===== config.mk =====
export PLATFORM = sky130hd
export DESIGN_NAME = tre_window
export DESIGN_NICKNAME = d
export VERILOG_FILES = /design/src/hdl/tre_pkg.sv /design/src/hdl/tre_window.sv
export SDC_FILE = /design/constraint.sdc
export NUM_CORES = 1
export LEC_CHECK = 0
export BUFFER_PORTS_ARGS = -buffer_cell sky130_fd_sc_hd__buf_2
export CAP_MARGIN = 20
export CORE_UTILIZATION = 45
export DETAILED_ROUTE_END_ITERATION = 16
export PLACE_DENSITY = 0.73
export SLEW_MARGIN = 20
export SYNTH_ARGS = -nofsm -noshare
export SYNTH_HDL_FRONTEND = slang
export SYNTH_SLANG_ARGS = --single-unit
export TNS_END_PERCENT = 20

===== constraint.sdc =====
create_clock -name clk -period 2.7 [get_ports clk]
set_input_delay 0.405 -clock clk [delete_from_list [all_inputs] [get_ports clk]]
set_output_delay 0.405 -clock clk [all_outputs]
set_load 0.1 [all_outputs]

===== src/hdl/tre_pkg.sv =====
`timescale 1ns / 1ps
`default_nettype none
// -----------------------------------------------------------------------------
// tre_pkg: shared types and constants of the RSSI envelope and link quality
// monitor.
// Holds the transaction payloads, event codes, register indexes and reset
// values.
// -----------------------------------------------------------------------------
package tre_pkg;

	typedef enum logic [1:0] {
		CMD_TELEMETRY = 2'd0,
		CMD_SYNC      = 2'd1,
		CMD_DWELL_END = 2'd2,
		CMD_RESTART   = 2'd3
	} cmd_t;

	typedef enum logic [3:0] {
		REG_UID3     = 4'd0,
		REG_UID4     = 4'd1,
		REG_UID5     = 4'd2,
		REG_MASK     = 4'd3,
		REG_FLOOR    = 4'd4,
		REG_DECAY    = 4'd5,
		REG_GATE     = 4'd6,
		REG_INTERVAL = 4'd7
	} reg_idx_t;

	localparam logic [7:0]        MASK_RESET     = 8'd192;
	localparam logic signed [7:0] FLOOR_RESET    = -8'sd110;
	localparam logic [6:0]        DECAY_RESET    = 7'd2;
	localparam logic [15:0]       GATE_RESET     = 16'd5000;
	localparam logic [15:0]       INTERVAL_RESET = 16'd100;
	localparam logic [6:0]        PCT_MAX        = 7'd100;

	typedef struct packed {
		cmd_t              cmd;
		logic signed [7:0] rssi_dbm;
		logic [7:0]        sync_uid3;
		logic [7:0]        sync_uid4;
		logic [7:0]        sync_uid5;
		logic              dwell_got;
		logic [31:0]       now_ms;
	} evt_t;

	typedef struct packed {
		logic signed [7:0] envelope_rssi;
		logic [6:0]        link_quality_pct;
		logic [31:0]       report_time_ms;
	} rpt_t;

	typedef struct packed {
		logic [3:0]  index;
		logic [15:0] wdata;
	} cfg_wr_t;

	typedef struct packed {
		logic [7:0]        uid3;
		logic [7:0]        uid4;
		logic [7:0]        uid5;
		logic [7:0]        mask;
		logic signed [7:0] floor;
		logic [6:0]        decay;
		logic [15:0]       gate;
		logic [15:0]       interval;
	} cfg_t;

	typedef struct packed {
		logic push;
		logic clear;
		logic got;
	} win_ctl_t;

endpackage
`default_nettype wire


===== src/hdl/tre_window.sv =====
`timescale 1ns / 1ps
`default_nettype none
// -----------------------------------------------------------------------------
// tre_window: sliding window of dwell outcomes
// A shift line of the last DWELLS outcomes with a running hit count, and the
// hit percentage of the window as it stands after the current push.
// -----------------------------------------------------------------------------
module tre_window
	import tre_pkg::*;
#(
	parameter int DWELLS = 50
) (
	input  logic       clk,
	input  logic       arst_n,
	input  win_ctl_t   ctl,
	output logic [6:0] pct_after
);

	localparam int HW    = $clog2(DWELLS + 1);
	localparam int SH    = 24;
	localparam int KW    = 31;
	localparam logic [KW-1:0] PCT_K =
		KW'((64'd100 * (64'd1 << SH) + 64'(DWELLS) - 64'd1) / 64'(DWELLS));

	logic [DWELLS-1:0] win_q;
	logic [HW-1:0]     hits_q;
	logic [HW-1:0]     hits_after;
	logic [DWELLS:0]   win_shift;
	logic [HW+KW-1:0]  pct_prod;

	assign win_shift  = {win_q, ctl.got};
	assign hits_after = ctl.push
		? HW'(hits_q - HW'(win_q[DWELLS-1]) + HW'(ctl.got))
		: hits_q;
	assign pct_prod   = (HW+KW)'(hits_after) * (HW+KW)'(PCT_K);
	assign pct_after  = pct_prod[SH +: 7];

	always_ff @(posedge clk or negedge arst_n) begin
		if (!arst_n) begin
			win_q  <= '0;
			hits_q <= '0;
		end else if (ctl.clear) begin
			win_q  <= '0;
			hits_q <= '0;
		end else if (ctl.push) begin
			win_q  <= win_shift[DWELLS-1:0];
			hits_q <= hits_after;
		end
	end

`ifndef SYNTHESIS
	a_hits_match: assert property (@(posedge clk) disable iff (!arst_n)
		HW'($countones(win_q)) == hits_q)
		else $error("window hit count does not match stored outcomes");
`endif

endmodule
`default_nettype wire


After elaboration in Yosys (flattened, before gate mapping)
Index checks and enable logic that the tools add are counted.
- register bits after elaboration: 56
- input port bits: 5
- output and inout bits: 7
- logic and storage cells: 10
- $add $sub $neg: 2
- multiplexer cells: 5
- reduce and logical (&&, ||, !) cells: 1
- operator list (kind ; number):
    $mux W50 ; 2
    $mux W6 ; 3
    $add A6 B1 Y6 ; 1
    $sub A6 B1 Y6 ; 1
    $reduce_bool A2 Y1 ; 1

Logic depth before layout (Yosys ltp)
Gate-level depths: netlist of the first run.
- depth in word-level cells: 5
- mapped depth: 8
- mapped depth without buffers: 8

Worst setup path before layout of the first run
OpenSTA, ideal clock, no wires.
- path type: register to output
- from: register win_q[49]
- to: output port pct_after[3]
- data arrival time: 2.900 ns
- data required time: 2.295 ns
- slack: -0.605 ns
- cell stages (with the launch flop): 7
- buffers on the path: 0
- cell sequence: dfrtp_1 > ha_1 > inv_1 > ha_1 > fa_1 > xnor2_1 > a21oi_1
- longest elaborated chain between the ends: 3
- ends and longest elaborated chain (what ; line ; text):
    start, declared ; tre_window.sv:25 ; logic [DWELLS-1:0] win_q;
    start signal, assigned ; tre_window.sv:46 ; win_q <= win_shift[DWELLS-1:0];
    $sub A6 B1 Y6 ; tre_window.sv:33 ; ? HW'(hits_q - HW'(win_q[DWELLS-1]) + HW'(ctl.got))
    $add A6 B1 Y6 ; tre_window.sv:33 ;
    $mux W6 ; tre_window.sv:33 ;
    end, declared ; tre_window.sv:16 ; output logic [6:0] pct_after
Every way passes these cells.

Worst setup path after layout of the first run
- from: register win_q[49]
- to: output port pct_after[5]
Same word-level chain as after synthesis.

==> results of run 1 <==
-- layout make-up --
class	count	area, sq um
Clock buffer	6	82.58
Clock inverter	2	13.76
Fill cell	468	2394
Inverter	10	37.54
Multi-Input combinational cell	144	1074
Sequential cell	56	1401
Tap cell	70	87.58
Timing Repair Buffer	15	180.2
-- flip-flops by register name, indices dropped and copies added, names as in the netlist --
signal,flops
win_q,50
hits_q,6
-- per-layer routing --
layer | routed length (um) | up-vias | global-route usage [%]
li1 | - | 768 | -
met3 | 93 | 2 | 2.857
met5 | 0 | - | 0
met2 | 1659 | 21 | 22.65
met1 | 1899 | 766 | 18.59
met4 | 21 | 0 | 6.226
-- kinds of logic after synthesis --
kind of cell	count (synthesis)	share of synthesized area [%]
buffers and inverters	24	4.037
adder cells (fa/ha/maj)	7	3.742
multiplexers	50	19.69
AO/OA/AOI/OAI	17	5.072
other	1	0.1476
AND/OR/NAND/NOR	67	11.47
flip-flops	56	55.15
XOR/XNOR	2	0.6894
-- how the worst max path moves through the flow --
stage,from,endpoint,cells after the start
finish,win_q[49],pct_after[5],8
CTS,win_q[49],pct_after[5],8
global route,hits_q[0],pct_after[4],8
floorplan,win_q[49],pct_after[5],7
global placement,win_q[49],pct_after[5],8
detailed placement,win_q[49],pct_after[5],8
-- what timing repair did --
action,in CTS,in global routing
buffers inserted,0,0
hold endpoints to repair,13,0
hold buffers,1,0
resized for setup,1,7
endpoints found under the setup margin,1,2
cloned,0,0
pin swaps,0,1
-- layout by cell type, fill, tap and decap left out, types with 4 or more instances in the layout --
master and instances:
buf_2 4, inv_1 8, buf_4 4, ha_1 5
nor2b_1 4, dfrtp_1 56, clkbuf_8 6, buf_12 6
mux2i_1 50, nor2_1 51
-- worst reg2reg max path: cells and delay by family (launching register included) --
family                   cells  cell delay (ns)
adder cells (fa/ha/maj)      3             0.66
AND/OR/NAND/NOR              1             0.43
flip-flops                   1             0.39
AO/OA/AOI/OAI                2             0.29
buffers and inverters        1             0.07
-- power by group through the flow --
| stage | registers (mW) | clock network (mW) | logic (mW) |
|---|---|---|---|
| 2_1_floorplan | 0.879 | 0 | 0.321 |
| 3_3_place_gp | 0.880 | 0 | 0.462 |
| 3_5_place_dp | 0.881 | 0 | 0.466 |
| 4_1_cts | 0.864 | 0.491 | 0.470 |
| 5_1_grt | 0.866 | 0.510 | 0.501 |
| 6_report | 0.864 | 0.468 | 0.475 |
==> flow_results.org, run 1 <==
** Worst setup path
- Crit path cell chain :: ha_1 -> inv_2 -> ha_4 -> fa_2 -> a21oi_2 -> or4_4 -> nand3_2 -> buf_12
- Largest stage delay on the critical path :: 0.43 ns
- Together, buffers and inverters on the worst path number 2.
- At the worst endpoint, the required time is about 2.3 ns.
- Kind of cell adding the most delay to the critical path :: adder cells
- Cells on worst reg2reg path :: 7
- In this run the register-to-register setup slack is 0.78 ns.
- Critical path launch point type :: flip-flop
- Arrival time of data at the critical path endpoint :: 2.19 ns
- Beginning of the worst register-to-register path :: win_q[49]
- The setup path with the least slack is of type flip-flop to output pin.
- Element type at the critical path end :: output pin
- Maximum fanout encountered on the critical timing path :: 3
- The worst register-to-register path ends at hits_q[4].
- On the critical path, the stage with the largest delay is an instance of or4_4.

** Timing
- The worst pin sits at a relative slew slack of 49.02%.
- Setup repair after global routing left no endpoint under its margin.
- Final Max Tran Viols :: 0
- Final-layout worst hold slack :: between 0.3 and 0.4 ns
- Tcrit/Tclk final :: 95.93%
- Final-layout setup total negative slack :: 0 ns
- For the pin with the worst max-slew slack, the measured transition is about 0.76 ns.
- Achievable Freq :: approximately 0.39 GHz
- Worst-case setup margin in the final layout :: 0.1098 ns
- The final hold violation count was 0.
- The clock period could shrink to 2.590 ns.
- The clock arrives with 0.01384 ns of skew.
- Final Setup Violations :: 0

** Power and ir drop
- The share of total power dissipated in sequential elements is a little under half.
- Power density over the cells :: 628.2 nW/um^2
- In this run, the clock network consumes 25.9% of the power.
- Cell leakage power :: about 1.5 nW
- Switching share of power :: 31.99%
- The design draws roughly 1.8 mW.
- Of the total power, combinational logic draws approximately a quarter.
- Internal power :: 1.229 mW
- The analysis attributes to net switching a power of roughly 580 uW.
- Peak supply drop :: 0.4151 mV

** CTS
- After clock tree synthesis, the clock-pin slew on the worst setup and hold paths is ~0.10 ns.
- Counting along the longest clock path gives a buffer depth of 2.
- Counting the buffers created by CTS gives 5.
- The cell sitting at the root of the clock tree is a clkbuf_8.
- TritonCTS clock tree :: yes
- The tree built by TritonCTS fans out to 56 sinks.
- Deepest level of the CTS H-tree :: 2
- Clk Latency, worst-skew pair :: 0.31 ns

** Worst hold path
- Hold worst-path end :: win_q[0]
- Launch point of the worst hold path :: ctl[0]
- The worst hold path belongs to the class primary input to flip-flop.
- Worst hold path cell count :: 3

** Final layout
- Fin cells :: 303
- From synthesis to final layout, the design area changed by 13.20%.
- After routing the design area is 2877 sq um.
- 0 antenna diodes ended up in the layout.
- Final net count :: 244
- Cells with a size suffix above 1 make up 14.59% of the layout.
- Once layout is complete, the utilization of the core stands at 54.58%.

** Floorplanning
- Vertical die dimension :: between 70 and 80 um
- The die covers 5951 sq um.
- Site row count :: 26
- The die is 77.15 um wide.
- The region available for standard cell placement spans 5270 sq um.
- Count of pins on the block boundary :: 12
- Initial standard-cell utilization of the core :: between 40% and 50%

** Place
- Post-placement cell area :: 2738 sq um
- Detailed placement finished with a half-perimeter wire length of about 2400 um.
- Final Wtd Congestion :: between 0.7 and 0.8
- The number of placed instances, taps included, is 294.
- Post-placement setup slack :: 0.3329 ns
- Number of I/O port buffers :: 10

** Synthesis
- Of all cell types, the one taking the most synthesized area is dfrtp_1.
- Synthesis produced a netlist whose cell count is 224.
- The most common cell in the synthesized netlist is dfrtp_1.
- Of the post-synthesis cell area, the dominant cell type holds between 50% and 60%.
- Yosys printed 0 warnings.
- Total standard cell area after synthesis :: 2541 sq um
- Post-synth EDFFs :: 0
- Counting distinct cell types in the post-synthesis netlist gives 31.
- Synthesis produced a netlist with a net count of 236.
- After synthesis, the cell types taking the most area are dfrtp_1 55%, mux2i_1 20%, nor2_1 7.5%, ha_1 3.0%, buf_2 1.4%.
- Prevailing post-synth register cell :: dfrtp_1
- After synthesis the netlist holds a flip-flop and latch count of 56.
- Sorting the synthesized cells by how often they occur yields 56 x dfrtp_1, 51 x nor2_1, 50 x mux2i_1.
- After synthesis, the share of flip-flops with an asynchronous set or reset is 100.0%.
- Sequential element share of the synthesized area :: between 50% and 60%
- Averaged over all synthesized cells, the footprint is 11.34 sq um.

** Global routing
- Via count of the first global-routing pass :: 1530
- Largest net degree at the start of global routing :: 57
- Across every metal layer, demand over resource in global routing totals 14.18%.
- Wire length of the first global-routing pass :: ~6700 um
- Antenna violations before repair :: 0
- Total global routing overflow :: 0

** Detailed routing
- DRT antenna net count :: 0
- Mean routed wirelength per cell :: 12.12 um
- After detailed routing, the number of remaining DRC violations is 0.
- Before antenna repair, the detailed router went through 4 iterations.
- Dividing the detail-routed via count by the number of cells gives roughly 5.1.
- For this block, the routed nets add up to approximately 3700 um of wire.
- Vias after detailed routing :: approximately 1600
- 1st-iter DRT viols :: 53

** Run
- Number of violations of the max-capacitance limit :: 0

** Outcome
- The run finished with clean final reports.
Power figures use the tool's default switching activity.
==> inputs of run 2 (changes only) <==
ABC_AREA = 1   (was not set)
==> run 2 against run 1 <==
Net effect:
- utilization fell by 4.5 points
- clock skew fell by 0.0039 ns
- cell area fell by 4.7%
- routed wire length rose by 16%
- first-iteration DRC count rose by 130%
- critical endpoint unchanged
==> flow_results.org, run 2 <==
** Outcome
- The flow ran to the end, and the final reports show no timing, DRC or antenna violations.

** Run
- Number of violations of the max-capacitance limit :: 0

** Floorplanning
- During I/O placement, the number of pins put on the boundary was 12.
- Site row count :: 27
- Standard cell core area :: between 5000 and 6000 sq um
- Vertical die dimension :: 77.17 um
- Chip Width :: 77.17 um
- The die covers 5954 sq um.
- Initial standard-cell utilization of the core :: 46.46%

** Place
- Summing all placed instances gives a cell area of 2599 sq um.
- Post-placement setup slack :: approximately 0.26 ns
- Final Wtd Congestion :: 0.8125
- Number of I/O port buffers :: 10
- After legalization and detailed placement, the total HPWL measured 2763 um.

** Synthesis
- Sequential element share of the synthesized area :: 55.12%
- Most frequent cell after synthesis :: nand2_1
- Number of library cell types mapped by synthesis :: 27
- Xor and xnor fraction of the mapped netlist area :: 0.3445%
- Dominant cells by area after synthesis :: dfrtp_1 55%, nand2_1 15%, nand3_1 9.1%, buf_6 3.1%, ha_1 3.0%
- After synthesis, the largest area contributor takes up 55.12% of total cell area.
- Synth Register Bits :: 56
- In this run, synthesis inferred 0 flip-flops with an integrated enable.
- Mapped Avg Cell Area :: ~9.0 sq um
- Total standard cell area after synthesis :: around 2500 sq um
- Share of synthesized area spent on multiplexers :: 0%
- Yosys top cell by area :: dfrtp_1
- In the synthesized netlist, the number of instances is 284.
- Yosys warning total :: 0
- Main combinational cell family by area after synthesis :: simple AND/OR/NAND/NOR gates
- Arithmetic-cell share of the synthesized area counting full adders, half adders and majority gates :: under 10%
- Among all flip-flop cells after synthesis, the most frequent one is dfrtp_1.
- Summing the areas of all and, or, nand and nor instances in the mapped netlist gives between 20% and 30% of the synthesized area.
- Of all flip-flops after synthesis, the portion carrying an async set or reset was 100.0%.
- The commonest cells after synthesis are 103 x nand2_1, 56 x dfrtp_1, 46 x nand3_1.
- The number of nets handed over by synthesis was 296.
- Summing the areas of all compound-gate instances in the mapped netlist gives roughly 4.9% of the synthesized area.

** Power and ir drop
- Cell leakage power :: 1.480 nW
- Net switching is between 20% and 30% of the power.
- The clock network accounts for about a third of the total power.
- In this run the power spent charging and discharging nets is 491.8 uW.
- Of the total power, registers draw 50.6%.
- The internal portion of the total power is 1.194 mW.
- Combinational power share :: between 15 and 20%
- Dividing total power by cell area gives a power density of 614.5 nW/um^2.
- VDD sags by at most 0.4608 mV.

** Worst setup path
- Element type at the critical path end :: output pin
- The critical path crosses 13 cells after its start point.
- Broken down by cell family, the worst path's largest delay share belongs to adder cells.
- The largest single stage delay on the critical path is between 0.3 and 0.4 ns.
- Of all nets on the critical path, the largest fanout is 3.
- Required time worst endpoint :: 2.30 ns
- Slowest stage cell on the critical path :: dfrtp_1
- The worst setup path is launched from a flip-flop.
- Most common cell on crit path :: nand2_1
- Data on the critical path arrives at its endpoint at 2.27 ns.
- Cells on worst reg2reg path :: 11
- By startpoint and endpoint, the worst setup path is classified as flip-flop to output pin.
- The signal on the critical path passes through inv_1 -> ha_1 -> inv_2 -> ha_4 -> fa_2 -> nand2_2 -> nand2_1 -> a21oi_1 -> nand2_1 -> nand3_1 -> nand2_1 -> inv_2 -> buf_12.
- Bufs and invs on worst path :: 4

** CTS
- Clock latency on the worst-skew pair, taken at its later pin, is 0.32 ns.
- TritonCTS clock tree :: yes
- Max Root-Sink Buffers :: 2
- Clock sink count :: 56
- Clock transition at path regs :: 0.10 ns
- Deepest level of the CTS H-tree :: 2
- CTS placed an instance of clkbuf_8 at the clock tree root.
- Quantity of hold-fixing buffers added after cts :: 0
- Clock tree synthesis inserted a total of 5 buffers.

** Global routing
- GRT Resource Usage Total :: approximately 16%
- Antenna violations before repair :: 0
- Via count of the first global-routing pass :: ~1700
- Total global routing overflow :: 0
- Entering global routing, the biggest net connects 46 pins.
- Wire length of the first global-routing pass :: 7486 um

** Final layout
- Once layout is done, the placed cells without fillers occupy 2743 sq um.
- In the layout the commonest cells are 102 x nand2_1, 56 x dfrtp_1, 46 x nand3_1.
- The register with the most flip-flops in the layout has 50 of them.
- Core utilization of the finished layout :: between 50% and 60%
- Area taken by flip-flops and latches :: 1401 sq um
- The largest registers in the layout are win_q (50), hits_q (6).
- Footprint of the multi-input gates :: 942.2 sq um
- The net count of the finished layout is around 300.
- After filler insertion, the fill cell instance count of the layout stands at 521.
- The library cell used most frequently in the layout, excluding fill and tap cells, is nand2_1.
- Synth-to-Final Area Change :: 7.874%
- 0 antenna diodes ended up in the layout.
- Cells with a size suffix above 1 make up 12.71% of the layout.
- Counting flops per register, the top entry is win_q.

** Detailed routing
- Vias after detailed routing :: 1787
- The detailed router finished its first iteration with 121 violations.
- After detailed routing, the number of remaining DRC violations is 0.
- TritonRoute pass-1 iters :: 4
- The detail route stage leaves a number of antenna-violating nets equal to 0.
- Routed Wire Length :: between 4000 and 5000 um
- Mean routed wirelength per cell :: 11.73 um
- Via/cell ratio :: 4.923

** Timing
- Of the available clock period, the critical path in the final layout requires 99.08%.
- Final setup skew :: 0.009984 ns
- Setup violations remaining at the end of the flow were counted as 0.
- Period minus WS final :: 2.675 ns
- Final-layout setup total negative slack :: 0 ns
- Final Max Tran Viols :: 0
- The final hold violation count is 0.
- The worst pin sits at a relative slew slack of 64.36%.
- At the pin with the least slew margin, the transition time is 0.5346 ns.
- Timing would allow up to 0.3738 GHz.
- Setup repair after global routing could not meet its margin everywhere.
- After layout, the worst setup slack is 0.02483 ns.

** Worst hold path
- The tightest min-delay check is of the primary input to asynchronous set/reset pin type.
[run 2: changes by cell type in the layout (fill, tap and decap cells not counted), moves of 6 or more]
cell,before,now
nand3_1,1,46
inv_1,8,17
a21oi_1,2,8
nor2_1,51,2
mux2i_1,50,0
nand2_1,3,102
[run 2: what timing repair did]
item,CTS,global route
setup buffers,0,1
gates resized for setup,6,3
endpoints found under the setup margin,2,2
pin swaps,1,6
[run 2: power by group through the flow]
| stage | clock, mW | sequential [mW] | combinational [mW] |
|---|---|---|---|
| finish | 0.543 | 0.853 | 0.289 |
| detailed placement | 0 | 0.869 | 0.283 |
| CTS | 0.564 | 0.853 | 0.287 |
| global route | 0.594 | 0.854 | 0.317 |
| floorplan | 0 | 0.869 | 0.230 |
| global placement | 0 | 0.869 | 0.280 |
[run 2: cell families (layout without fill, tap and decap cells)]
| kind of cell | Yosys count | count (layout) |
|---|---|---|
| and+or+nand+nor | 159 | 159 |
| DFF | 56 | 56 |
| buffers and inverters | 38 | 45 |
| AOI/OAI and AO/OA | 22 | 22 |
| adders and majority gates | 7 | 7 |
| other | 1 | 1 |
| xor gates and xnor gates | 1 | 1 |
[run 2: final timing paths]
kind / startpoint / end / slack, ns
max: hits_q[0] / pct_after[5] / 0.02
min: arst_n / win_q[38] / 0.02
max reg2reg: hits_q[0] / hits_q[4] / 0.82
min reg2reg: win_q[16] / win_q[16] / 0.48
max in group asynchronous: arst_n / win_q[10] / 2.04
min in group clk: ctl[0] / win_q[0] / 0.40
[run 2: per-layer routing]
metal,GRT usage (%),share of wire [%],vias to the layer above
li1,-,-,912
met1,19.71,48,840
met2,26.11,47,29
met3,4.286,3.5,6
met4,6.792,1.7,0
met5,0,0,-
[run 2: area by class of cell]
cell class              count  area share, %
flip-flops and latches     56          51.09
multi-input cells         190          34.35
repair buffers             15          4.015
well taps                  72          3.285
inverters                  22          3.193
clock buffers               5          2.509
clock inverters             3          1.551
[run 2: through the flow]
stage,hold WS (ns),instances,power (mW)
floorplan,0.1094,284,1.099
global placement,0.3651,354,1.149
detailed placement,0.3769,354,1.152
CTS,0.02182,362,1.704
global route,0.03616,363,1.765
finish,0.01661,363,1.685
==> inputs of run 3 (changes only) <==
CORE_MARGIN = 1   (was not set)
PLACE_DENSITY = not set   (was 0.73)
PLACE_DENSITY_LB_ADDON = 0.12   (was not set)
SETUP_SLACK_MARGIN = 0.05   (was not set)
==> run 3 against run 2 <==
Net effect:
- register-to-register slack hardly changed
- die area stayed put
- clock skew is 0.0049 ns lower
- fmax is 0.96% higher
- count of clock-buffer cells in the layout is 1 higher
- flip-flop and latch count stayed put
- via count is 1.1% higher
- worst setup slack better by 0.026 ns
- utilization is 0.16 points higher
==> flow_results.org, run 3 (synthesis results as in run 2) <==
** Outcome
- Status :: finished, final reports clean

** CTS
- TritonCTS clock tree :: yes
- Deepest level of the CTS H-tree :: 2
- Max Root-Sink Buffers :: 2
- Clock transition at path regs :: ~0.10 ns
- Cts bufs inserted :: 5
- Clock root buffer :: clkbuf_8
- Quantity of hold-fixing buffers added after cts :: 0
- Clock sink count :: 56
- Clock latency on the worst-skew pair, taken at its later pin, is 0.31 ns.

** Final layout
- The library cell used most frequently in the layout, excluding fill and tap cells, is nand2_1.
- The register with the most flip-flops in the layout has 50 of them.
- The largest registers in the layout are win_q (50), hits_q (6).
- Final instance area :: 2751 sq um
- Footprint of the multi-input gates :: 948.4 sq um
- Once layout is complete, the utilization of the core stands at 50.27%.
- Of the cells placed in the final design, the portion with a size suffix greater than 1 is 13.06%.
- Synth-to-Final Area Change :: 8.219%
- The repair_antennas step left the layout with diodes totalling 0.
- Counting flops per register, the top entry is win_q.
- At the end of the flow, the number of nets in the layout was 302.
- Layout fillers :: 548
- In the layout the commonest cells are 101 x nand2_1, 56 x dfrtp_1, 46 x nand3_1.
- Registers take ~1400 sq um.

** Global routing
- In the global route stage, met3 resource usage came out at between 4 and 5%.
- Via count of the first global-routing pass :: 1766
- For this run, the total global-route usage over all layers was measured as between 10% and 20%.
- Global routing used 21.94% of the available met1 tracks.
- The layer flagged by global routing as most heavily used is met2.
- Largest net degree at the start of global routing :: 46
- Global routing finished with a remaining overflow of 0.
- Antenna violations before repair :: 0
- Wire length of the first global-routing pass :: 7969 um
- Met2 track demand over resource :: 28.05%

** Floorplanning
- Site row count :: 27
- 12 I/O pins were placed.
- Total die area :: 5954 sq um
- The die is 77.17 um wide.
- Standard cell core area :: approximately 5500 sq um
- The die is 77.17 um tall.
- Initial standard-cell utilization of the core :: 46.46%

** Timing
- For the pin with the worst max-slew slack, the measured transition is 0.5805 ns.
- Tcrit/Tclk final :: between 90% and 100%
- The final hold violation count was 0.
- Final-layout setup total negative slack :: 0 ns
- Setup slack closes at 0.05038 ns.
- The clock arrives with 0.005109 ns of skew.
- The clock period could shrink to 2.650 ns.
- Timing would allow up to 0.3774 GHz.
- The max-slew violation total from the final report came to 0.
- Setup violations remaining at the end of the flow were counted as 0.
- Headroom to the max-slew limit :: 61.30%
- Setup repair after global routing could not meet its margin everywhere.

** Place
- The congestion estimate from routability-driven global placement came to 0.7429.
- After detailed placement, the total cell area comes to approximately 2600 sq um.
- Timing analysis after detailed placement gives a worst setup slack of 0.2838 ns.
- Post-DP HPWL :: about 2700 um
- Number of I/O port buffers :: 10

** Detailed routing
- Vias after detailed routing :: 1807
- The final layout contains routed wiring with a total length of between 4000 and 5000 um.
- After detailed routing, the number of vias per cell comes to 4.978.
- After detailed routing, the average wire length per cell comes to between 10 and 15 um.
- The first TritonRoute pass finished after 4 iterations.
- 1st-iter DRT viols :: 104
- DRT antenna net count :: 0
- DRC errors left :: 0

** Worst setup path
- Arrival time of data at the critical path endpoint :: 2.24 ns
- The setup path with the least slack is of type flip-flop to output pin.
- Critical path launch point type :: flip-flop
- Required time worst endpoint :: 2.30 ns
- Crit path cell chain :: ha_1 -> inv_2 -> ha_4 -> fa_2 -> nand2_2 -> nand2_2 -> a21oi_2 -> nand2_1 -> nand3_1 -> nand2_1 -> inv_2 -> buf_12
- The slowest stage of the critical path belongs to the cell dfrtp_1.
- Grouping stages by cell kind, the critical path spends the most delay in adder cells.
- Largest stage delay on the critical path :: 0.40 ns
- The worst setup path is captured at an output pin.
- The number of buffers and inverters on the critical path is 3.
- Maximum fanout encountered on the critical timing path :: 3

** Power and ir drop
- Total power :: 1.703 mW
- In this run the power density over the cells is 619.0 nW/um^2.
- Across the VDD grid, the largest voltage drop is 0.3837 mV.
- Cell leakage power :: 1.482 nW

** Worst hold path
- In this run the worst hold path is classified as primary input to asynchronous set/reset pin.

** Run
- Max-cap violations in this run came to 0.
==> run 3: per-layer routing <==
metal | wire length (um) | vias up
li1 | - | 913
met4 | 24 | 0
met5 | 0 | -
met2 | 2122 | 18
met1 | 2177 | 874
met3 | 120 | 2
==> run 3: worst reg2reg max path, delay by kind of cell, from the launching register on <==
family,cells,cell delay (ns)
AOI/OAI and AO/OA,2,0.18
adders and majority gates,3,0.81
buffers and inverters,1,0.04
DFF,1,0.40
and+or+nand+nor,4,0.33
==> run 3: final timing paths <==
path / start / to / cells after the start / slack (ns)
worst max-delay path: win_q[49] / pct_after[5] / 12 / 0.05
worst min-delay path: arst_n / win_q[28] / 1 / 0.09
worst max register to register: win_q[49] / hits_q[4] / 10 / 0.83
worst min register to register: win_q[6] / win_q[6] / 2 / 0.48
max in group asynchronous: arst_n / win_q[17] / 2 / 1.95
min in group clk: ctl[0] / win_q[0] / 3 / 0.40
==> run 3: power breakdown <==
group          internal [mW]  switching [mW]  total (mW)
Clock                  0.281           0.275       0.556
Sequential             0.847         0.00580       0.853
Combinational         0.0736           0.221       0.294
==> run 3: final cells by class <==
class	instances	share of cell area (%)
multi-input combinational	190	34.47
timing repair buffer	15	4.093
sequential	56	50.93
clock buffer	6	2.638
clock inverter	2	1.410
inverter	22	3.183
tap	72	3.274
==> run 3: stage by stage <==
| stage | hold slack (ns) | cells |
|---|---|---|
| after floorplan | 0.1094 | 284 |
| after global placement | 0.4407 | 353 |
| after detailed placement | 0.4410 | 353 |
| after CTS | 0.09610 | 362 |
| after global routing | 0.1277 | 363 |
| final | 0.08711 | 363 |
==> run 3: repair_timing <==
item / CTS / global route
resized for setup: 3 / 10
setup endpoints to repair: 3 / 5
pin swaps: 0 / 1
setup buffers: 1 / 1
